### config.mk
export PLATFORM = sky130hd
export DESIGN_NAME = vending_credit_and_change_unit
export DESIGN_NICKNAME = d
export VERILOG_FILES = /design/src/rtl/vcc_pkg.sv /design/src/rtl/vending_credit_and_change_unit.sv /design/src/rtl/vcc_ctrl.sv /design/src/rtl/vcc_datapath.sv
export SDC_FILE = /design/constraint.sdc
export NUM_CORES = 1
export LEC_CHECK = 0
export BUFFER_PORTS_ARGS = -buffer_cell sky130_fd_sc_hd__buf_2
export CAP_MARGIN = 40
export CORE_ASPECT_RATIO = 0.6
export CORE_MARGIN = 8
export CORE_UTILIZATION = 25
export DETAILED_ROUTE_END_ITERATION = 12
export PLACE_DENSITY = 0.43
export SLEW_MARGIN = 30
export SYNTH_ARGS = -nofsm -noshare
export SYNTH_HDL_FRONTEND = slang
export SYNTH_SLANG_ARGS = --single-unit
### constraint.sdc
create_clock -name aclk -period 9.6 [get_ports aclk]
set_input_delay 1.44 -clock aclk [delete_from_list [all_inputs] [get_ports aclk]]
set_output_delay 1.44 -clock aclk [all_outputs]
set_load 0.02 [all_outputs]
### src/rtl/vcc_pkg.sv
// Package for the vending credit and change unit: payload structs, codes,
// denomination table and controller/datapath command types. No dependencies.
package vcc_pkg;

    localparam int NDEN = 5;
    localparam logic [7:0] STOCK_MAX = 8'd255;
    localparam logic [9:0] COIN_MAX = 10'd1023;
    localparam logic [4:0] PAY_MAX = 5'd31;
    localparam logic [13:0] CREDIT_MAX = 14'd16383;

    localparam logic [2:0] CMD_INSERT = 3'd0;
    localparam logic [2:0] CMD_SELECT = 3'd1;
    localparam logic [2:0] CMD_REFUND = 3'd2;
    localparam logic [2:0] CMD_STOCK  = 3'd3;
    localparam logic [2:0] CMD_COIN   = 3'd4;

    localparam logic [2:0] ST_OK      = 3'd0;
    localparam logic [2:0] ST_LIMIT   = 3'd1;
    localparam logic [2:0] ST_CREDIT  = 3'd2;
    localparam logic [2:0] ST_SOLDOUT = 3'd3;
    localparam logic [2:0] ST_NOCHG   = 3'd4;

    localparam logic [2:0] REG_PRICE_E   = 3'd4;
    localparam logic [2:0] REG_COIN_LIM  = 3'd5;
    localparam logic [2:0] REG_BILL_LIM  = 3'd6;
    localparam logic [2:0] REG_KEEP      = 3'd7;

    typedef struct packed {
        logic [2:0] command;
        logic [2:0] slot;
        logic [9:0] load_value;
    } vcc_in_t;

    typedef struct packed {
        logic [2:0]  status;
        logic [2:0]  short_denom;
        logic [13:0] credit;
        logic        vended;
        logic [2:0]  vended_product;
        logic [4:0]  paid_ten;
        logic [4:0]  paid_fifty;
        logic [4:0]  paid_hundred;
        logic [4:0]  paid_five_hundred;
        logic [4:0]  paid_thousand;
    } vcc_out_t;

    typedef enum logic [2:0] {
        S_IDLE, S_SUM, S_CHECK, S_GREEDY, S_COMMIT, S_OUT
    } vcc_state_t;

    // controller -> datapath
    typedef struct packed {
        logic load_item;  // latch input beat
        logic sum_start;  // clear accumulator, index 0
        logic sum_step;   // add one denomination
        logic check;      // simple commands and select checks
        logic greedy_init;
        logic greedy_step;
        logic commit;
        logic finish;     // credit sum finished, build result
        logic recount;    // start post-update credit sum
    } vcc_cmd_t;

    // datapath -> controller
    typedef struct packed {
        logic sum_last;
        logic is_select_go;
        logic greedy_done;
    } vcc_stat_t;

    function automatic logic [10:0] denom_value(input logic [2:0] i);
        case (i)
            3'd0: denom_value = 11'd10;
            3'd1: denom_value = 11'd50;
            3'd2: denom_value = 11'd100;
            3'd3: denom_value = 11'd500;
            3'd4: denom_value = 11'd1000;
            default: denom_value = 11'd0;
        endcase
    endfunction

endpackage

### src/rtl/vending_credit_and_change_unit.sv
// Top level of the vending credit and change unit: joins controller and
// datapath. Depends on vcc_pkg, vcc_ctrl, vcc_datapath.
//
// Use: one command beat enters on s_valid/s_ready (insert, select, refund,
// set stock, set coin count) and exactly one result beat leaves on
// m_valid/m_ready with status, credit, vend flag and coins paid out.
// Configuration (prices, insert limits, keep threshold) is written on cfg_we/
// cfg_index/cfg_data by the user only while idle, not enforced; no read-back.
//
// After the command beat the unit runs the credit sum over the denominations
// (S_SUM), a check (S_CHECK), the commit (S_COMMIT), the credit recount (S_SUM
// again) and then offers the result (S_OUT); once it is taken the unit returns
// to S_IDLE before the next command is taken. A select that passes the price
// and stock checks adds the greedy change walk (S_GREEDY) between check and
// commit, one coin or one denomination step per cycle.
// The credit adder and the greedy unit are shared, one term per cycle.
// Throughput: one beat at a time; s_ready is high only when idle.
//
// Reset: aresetn low clears stock, coin inventory and inserted coins and
// restores the default configuration. If the receiver stalls, hold the
// result on m_data until taken; no new command is accepted meanwhile.
module vending_credit_and_change_unit (
    input  logic              aclk,
    input  logic              aresetn,
    input  logic              s_valid,
    output logic              s_ready,
    input  vcc_pkg::vcc_in_t  s_data,
    output logic              m_valid,
    input  logic              m_ready,
    output vcc_pkg::vcc_out_t m_data,
    input  logic              cfg_we,
    input  logic [2:0]        cfg_index,
    input  logic [13:0]       cfg_data
);
    import vcc_pkg::*;

    vcc_cmd_t  cmd;
    vcc_stat_t stat;

    vcc_ctrl u_ctrl (
        .aclk, .aresetn, .s_valid, .s_ready, .m_valid, .m_ready, .cmd, .stat
    );

    vcc_datapath u_dp (
        .aclk, .aresetn, .s_data, .cfg_we, .cfg_index, .cfg_data,
        .cmd, .stat, .m_data
    );
endmodule

### src/rtl/vcc_ctrl.sv
// Controller state machine for the vending credit and change unit.
// Depends on vcc_pkg.
module vcc_ctrl (
    input  logic               aclk,
    input  logic               aresetn,
    input  logic               s_valid,
    output logic               s_ready,
    output logic               m_valid,
    input  logic               m_ready,
    output vcc_pkg::vcc_cmd_t  cmd,
    input  vcc_pkg::vcc_stat_t stat
);
    import vcc_pkg::*;

    vcc_state_t state_reg, state_next;
    logic       post_reg, post_next;  // second credit sum after the update

    always_ff @(posedge aclk) begin
        if (!aresetn) begin
            state_reg <= S_IDLE;
            post_reg  <= 1'b0;
        end else begin
            state_reg <= state_next;
            post_reg  <= post_next;
        end
    end

    always_comb begin
        state_next = state_reg;
        post_next  = post_reg;
        case (state_reg)
            S_IDLE: if (s_valid) begin
                state_next = S_SUM;
                post_next  = 1'b0;
            end
            S_SUM: if (stat.sum_last) begin
                if (post_reg) begin
                    state_next = S_OUT;
                end else begin
                    state_next = S_CHECK;
                end
            end
            S_CHECK: state_next = stat.is_select_go ? S_GREEDY : S_COMMIT;
            S_GREEDY: if (stat.greedy_done) state_next = S_COMMIT;
            S_COMMIT: begin
                state_next = S_SUM;
                post_next  = 1'b1;
            end
            S_OUT: if (m_ready) state_next = S_IDLE;
            default: state_next = S_IDLE;
        endcase
    end

    always_comb begin
        cmd         = '0;
        s_ready     = 1'b0;
        m_valid     = 1'b0;
        case (state_reg)
            S_IDLE: begin
                s_ready       = 1'b1;
                cmd.load_item = s_valid;
                cmd.sum_start = s_valid;
            end
            S_SUM: begin
                cmd.sum_step = 1'b1;
                cmd.finish   = stat.sum_last & post_reg;
            end
            S_CHECK: begin
                cmd.check       = 1'b1;
                cmd.greedy_init = stat.is_select_go;
            end
            S_GREEDY: cmd.greedy_step = 1'b1;
            S_COMMIT: begin
                cmd.commit  = 1'b1;
                cmd.recount = 1'b1;
            end
            S_OUT: m_valid = 1'b1;
            default: ;
        endcase
    end
endmodule

### src/rtl/vcc_datapath.sv
// Datapath for the vending credit and change unit: state arrays, credit
// accumulator, greedy change unit and result register. Depends on vcc_pkg.
module vcc_datapath (
    input  logic               aclk,
    input  logic               aresetn,
    input  vcc_pkg::vcc_in_t   s_data,
    input  logic               cfg_we,
    input  logic [2:0]         cfg_index,
    input  logic [13:0]        cfg_data,
    input  vcc_pkg::vcc_cmd_t  cmd,
    output vcc_pkg::vcc_stat_t stat,
    output vcc_pkg::vcc_out_t  m_data
);
    import vcc_pkg::*;

    logic [8:0]  price_reg [5];
    logic [4:0]  coin_lim_reg, bill_lim_reg;
    logic [13:0] keep_reg;
    logic [7:0]  stock_reg [NDEN];
    logic [9:0]  inv_reg   [NDEN];
    logic [4:0]  ins_reg   [NDEN];
    logic [4:0]  take_reg  [NDEN];
    vcc_in_t     item_reg;
    logic [15:0] acc_reg;      // max 31*1660 fits 16 bits
    logic [15:0] total_reg;
    logic [15:0] rem_reg;
    logic [2:0]  idx_reg;
    logic [2:0]  gidx_reg;
    logic [2:0]  flag_reg;
    logic        go_reg;       // select passed checks
    logic        fail_reg;
    logic [2:0]  st_reg, sd_reg;
    logic        vend_reg;
    logic [4:0]  paid_reg  [NDEN];
    vcc_out_t    out_reg;

    logic [2:0]  sl;
    logic [8:0]  price;
    logic [4:0]  lim;
    logic        slot_ok;
    logic [10:0] gd;
    logic [15:0] prod;
    logic        can_take;     // one more coin of this denomination may leave

    assign sl      = item_reg.slot;
    assign slot_ok = sl < 3'd5;
    assign price   = price_reg[slot_ok ? sl : 3'd0];
    assign lim     = (sl == 3'd4) ? bill_lim_reg : coin_lim_reg;
    assign gd      = denom_value(gidx_reg);
    assign prod    = 16'(denom_value(idx_reg)) * 16'(ins_reg[idx_reg]);
    assign can_take = 10'(take_reg[gidx_reg]) < inv_reg[gidx_reg]
                      && take_reg[gidx_reg] < PAY_MAX;

    assign stat.sum_last     = idx_reg == 3'd4;
    assign stat.is_select_go = slot_ok && item_reg.command == CMD_SELECT
                               && 16'(price) <= total_reg && stock_reg[sl] != 8'd0;
    // done at the lowest denomination once nothing more can be paid from it
    assign stat.greedy_done  = gidx_reg == 3'd0 && (rem_reg < 16'(gd) || !can_take);

    always_ff @(posedge aclk) begin
        if (!aresetn) begin
            for (int i = 0; i < 5; i++) price_reg[i] <= 9'd100;
            coin_lim_reg <= 5'd20;
            bill_lim_reg <= 5'd2;
            keep_reg     <= 14'd110;
        end else if (cfg_we) begin
            case (cfg_index)
                REG_COIN_LIM: coin_lim_reg <= cfg_data[4:0];
                REG_BILL_LIM: bill_lim_reg <= cfg_data[4:0];
                REG_KEEP:     keep_reg     <= cfg_data;
                default:      price_reg[cfg_index] <= cfg_data[8:0];
            endcase
        end
    end

    always_ff @(posedge aclk) begin
        if (!aresetn) begin
            for (int i = 0; i < NDEN; i++) begin
                stock_reg[i] <= '0;
                inv_reg[i]   <= '0;
                ins_reg[i]   <= '0;
            end
        end else if (cmd.commit && slot_ok) begin
            case (item_reg.command)
                CMD_INSERT: if (6'(ins_reg[sl]) + 6'd1 <= 6'(lim))
                    ins_reg[sl] <= ins_reg[sl] + 5'd1;
                CMD_SELECT: if (go_reg && !fail_reg) begin
                    for (int i = 0; i < NDEN; i++) begin
                        logic [10:0] c;
                        c = 11'(inv_reg[i]) + 11'(ins_reg[i]) - 11'(take_reg[i]);
                        inv_reg[i] <= (c > 11'(COIN_MAX)) ? COIN_MAX : c[9:0];
                        ins_reg[i] <= (16'(total_reg - 16'(price)) >= 16'(keep_reg))
                                      ? take_reg[i] : 5'd0;
                    end
                    stock_reg[sl] <= stock_reg[sl] - 8'd1;
                end
                CMD_REFUND: for (int i = 0; i < NDEN; i++) ins_reg[i] <= '0;
                CMD_STOCK: stock_reg[sl] <= (item_reg.load_value > 10'(STOCK_MAX))
                                            ? STOCK_MAX : item_reg.load_value[7:0];
                CMD_COIN: inv_reg[sl] <= (item_reg.load_value > COIN_MAX)
                                         ? COIN_MAX : item_reg.load_value;
                default: ;
            endcase
        end
    end

    always_ff @(posedge aclk) begin
        if (cmd.load_item) item_reg <= s_data;
        if (cmd.sum_start || cmd.recount) begin
            acc_reg <= '0;
            idx_reg <= '0;
        end else if (cmd.sum_step) begin
            acc_reg <= acc_reg + prod;
            if (stat.sum_last) total_reg <= acc_reg + prod;
            else idx_reg <= idx_reg + 3'd1;
        end
        if (cmd.check) begin
            go_reg   <= stat.is_select_go;
            fail_reg <= 1'b0;
            flag_reg <= '0;
            st_reg   <= ST_OK;
            sd_reg   <= '0;
            vend_reg <= 1'b0;
            for (int i = 0; i < NDEN; i++) begin
                take_reg[i] <= '0;
                paid_reg[i] <= '0;
            end
            if (slot_ok) begin
                case (item_reg.command)
                    CMD_INSERT: if (6'(ins_reg[sl]) + 6'd1 > 6'(lim)) begin
                        st_reg <= ST_LIMIT;
                        sd_reg <= sl;
                    end
                    CMD_SELECT:
                        if (16'(price) > total_reg) st_reg <= ST_CREDIT;
                        else if (stock_reg[sl] == 8'd0) st_reg <= ST_SOLDOUT;
                    CMD_REFUND: for (int i = 0; i < NDEN; i++) paid_reg[i] <= ins_reg[i];
                    default: ;
                endcase
            end
        end
        if (cmd.greedy_init) begin
            rem_reg  <= total_reg - 16'(price);
            gidx_reg <= 3'd4;
        end else if (cmd.greedy_step) begin
            // one coin, or one move down a denomination, per cycle
            if (rem_reg >= 16'(gd)) begin
                if (can_take) begin
                    take_reg[gidx_reg] <= take_reg[gidx_reg] + 5'd1;
                    rem_reg <= rem_reg - 16'(gd);
                end else begin
                    flag_reg <= gidx_reg;
                    if (gidx_reg != 3'd0) gidx_reg <= gidx_reg - 3'd1;
                end
            end else if (gidx_reg != 3'd0) begin
                gidx_reg <= gidx_reg - 3'd1;
            end
            if (stat.greedy_done) begin
                if (rem_reg != 16'd0) begin
                    fail_reg <= 1'b1;
                    st_reg   <= ST_NOCHG;
                    // if the lowest denomination runs short in this very cycle, name it; else flag_reg
                    sd_reg   <= (rem_reg >= 16'(gd)) ? gidx_reg : flag_reg;
                end else begin
                    vend_reg <= 1'b1;
                    if (16'(total_reg - 16'(price)) < 16'(keep_reg))
                        for (int i = 0; i < NDEN; i++) paid_reg[i] <= take_reg[i];
                end
            end
        end
        if (cmd.finish) begin
            out_reg.status            <= st_reg;
            out_reg.short_denom       <= sd_reg;
            out_reg.credit            <= ((acc_reg + prod) > 16'(CREDIT_MAX))
                                         ? CREDIT_MAX : 14'(acc_reg + prod);
            out_reg.vended            <= vend_reg;
            out_reg.vended_product    <= vend_reg ? sl : 3'd0;
            out_reg.paid_ten          <= paid_reg[0];
            out_reg.paid_fifty        <= paid_reg[1];
            out_reg.paid_hundred      <= paid_reg[2];
            out_reg.paid_five_hundred <= paid_reg[3];
            out_reg.paid_thousand     <= paid_reg[4];
        end
    end

    assign m_data = out_reg;
endmodule

==> flow_metrics.tcl <==
set metrics [dict create \
    cts_resized 0 \
    vias_per_cell 4.796 \
    htree_levels 2 \
    yosysTopAreaCell "edfxtp_1" \
    nets 2817 \
    dp_hpwl_mm 64.63 \
    tritoncts "yes" \
    peakVddDrop_v 0.0001841 \
    cts_buffer_depth 3 \
    coreArea_sq_um 105300 \
    grt_use_total_pct 13.84 \
    netlist_top_cells_area "edfxtp_1, ha_1, dfxtp_1" \
    postCtsHoldBufs 0 \
    first_pass_iters 5 \
    wl_per_cell_um 20.79 \
    wl_mm 83.83 \
    io_buffers 88 \
    synth_top_area_share_pct 44.10 \
    critPathTopFamily "adder cells" \
    max_cap_viol_count 0 \
    worstPathMaxFanout 10 \
    yosysUniqueCellTypes 79 \
    crit_arrival_ps 7770 \
    fp-row-count 92 \
    synth_area_per_cell_sq_um 10.98 \
    via_count 19341 \
    path_class "reg -> reg" \
    crit_chain "mux4_2 > mux2i_1 > or2_2 > fa_1 > fa_1 > fa_1 > inv_1 > ha_1 > nor2b_1 > o21ai_0 > a21boi_0 > o21ai_0 > nand2b_1 > a31oi_1 > xnor2_1 > ha_1 > a21o_1 > a21oi_1 > nand2_1 > o221ai_1 > xnor2_1 > buf_2 > or3_1" \
    gr-total-overflow 0 \
    die_w_um 437.3 \
    root_buffer "clkbuf_16" \
    synth_seq_cells 460 \
    ios 89 \
    most-common-layout-cells "edfxtp_1, nand2_1, inv_1" \
    fin_crit_sh_pct 77.36 \
    clk_latency_ps 630 \
    synth-edff-count 391 \
    synth_seq_area_share_pct 49.28 \
    hold_class "reg -> reg" \
    grt_start_max_net_pins 61 \
    synth_flop_cell "edfxtp_1" \
    finalSetupTns_ps 0 \
    worstPathRequired_ps 9940 \
    rsz0062_at_grt "no" \
    clkTransAtPathRegs_ps 60 \
    postCtsSetupBuffers 0 \
    cts.sinks 460 \
    route.detailed.drc 0 \
    gp_congestion 0.8758 \
    grt_pass1_vias 18769 \
    max_freq_ghz 0.1347 \
    min_period_ps 7426 \
    largest_reg_flops 80 \
    p_leak_nw 12.21 \
    netlist_area_sq_um 26630 \
    antenna_found_initial 4 \
    critPathCaptureType "flip-flop" \
    initial_core_util_pct 25.28 \
    grt_pass1_wl_mm 123.3 \
    cp_slowest_cell "dfxtp_1" \
    die_h_um 268.8 \
    drtIter0Drc 1956 \
    slowest_delay_ps 740 \
    power.density_nw_per_um2 244.1 \
    final_common_cell "edfxtp_1" \
    hold_violations 0 \
    status "finished clean" \
    cp-start-kind "flip-flop" \
    drtAntennaViolNets 0 \
    final_util_pct 29.18 \
    ys.warnings.count 0 \
    cp_num_buf_inv 2 \
    async_reset_ff_share_pct 0 \
    timing.slew.headroom_pct 33.22 \
    report.final.slew_viol_count 0 \
    path_common_cell "fa_1" \
    area_delta_synth_final_pct 15.42 \
    die-area_sq_um 117500 \
    worst_clock_skew_ps 40.38 \
    cts_buffers 47 \
    setup-violations-final 0 \
    syn_inst 2425 \
    tightest_slew_ps 998.0 \
    drive_above_1_share_pct 11.84 \
]
## cells in the mapped netlist, types with 40 or more instances
library cell / count
nand2_1: 253
nor2b_1: 41
nor3_1: 40
clkbuf_1: 75
dfxtp_1: 69
mux2i_1: 51
fa_1: 49
xnor2_1: 58
ha_1: 149
inv_1: 250
edfxtp_1: 391
nor2_1: 197
xor2_1: 40
mux4_2: 49
nand3_1: 49
o21ai_0: 101
a21oi_1: 93
## metal layers
| metal | part of all wire (%) | vias up | track usage, % |
|---|---|---|---|
| li1 | - | 8950 | - |
| met1 | 52 | 9611 | 21.80 |
| met2 | 37 | 670 | 17.86 |
| met3 | 9.5 | 106 | 4.379 |
| met4 | 1.9 | 4 | 3.063 |
| met5 | 0.10 | - | 0.4031 |
## final timing paths
check	start	to	slack [ps]	cells past startpoint
max	flip-flop	u_dp.m_data[36]	2170	23
min reg2reg	u_dp.paid_reg[0][1]	m_data[21]	420	0
max reg2reg	flip-flop	u_dp.m_data[36]	2170	23
min	u_dp.paid_reg[0][1]	m_data[21]	420	0
## metrics by stage
step	cell area (sq um)	total power (W)	setup WS, ps	instances	hold WS (ps)
2_1_floorplan	26880	0.004675	2983	2493	400.3
3_3_place_gp	28930	0.005483	2300	3925	409.6
3_5_place_dp	29050	0.005521	2104	3934	404.5
4_1_cts	30660	0.007549	2078	4020	420.4
5_1_grt	30730	0.007973	1634	4030	424.8
6_report	30730	0.007503	2174	4033	419.0
## final cells by class
cell class	instances	area [sq um]
Fill cell	10873	74590
Sequential cell	460	13120
Multi-Input combinational cell	1686	12480
Tap cell	1410	1764
Clock buffer	59	1304
Inverter	252	945.9
Timing Repair Buffer	134	794.5
Clock inverter	27	312.8
Antenna cell	5	12.51
## kinds of logic (layout without fill, tap and decap cells)
group                      Yosys count  in the layout  synth area share [%]
buffers and inverters              347            472                 5.070
DFF                                460            460                 49.28
and+or+nand+nor                    768            768                 13.64
AOI/OAI and AO/OA                  433            433                 10.94
xor gates and xnor gates            98             98                 3.224
muxes                              120            120                 7.143
adders and majority gates          198            198                 10.69
other                                1             74               0.01408
## worst reg2reg max path, cell delays in order (launching register included)
cell and delay, ps:
dfxtp_1 740, mux4_2 590, mux2i_1 640, or2_2 250
fa_1 450, fa_1 520, fa_1 550, inv_1 40
ha_1 320, nor2b_1 140, o21ai_0 190, a21boi_0 150
o21ai_0 170, nand2b_1 100, a31oi_1 310, xnor2_1 190
ha_1 310, a21o_1 180, a21oi_1 170, nand2_1 90
o221ai_1 350, xnor2_1 180, buf_2 210, or3_1 360
## where the power goes
part	leakage, nW	switching (W)	internal [W]	total [W]
logic	7.04	0.00177	0.00111	0.00289
registers	4.38	0.000151	0.00248	0.00263
clock network	0.786	0.000856	0.00113	0.00198
No activity file was read; power rests on OpenSTA's default activity.
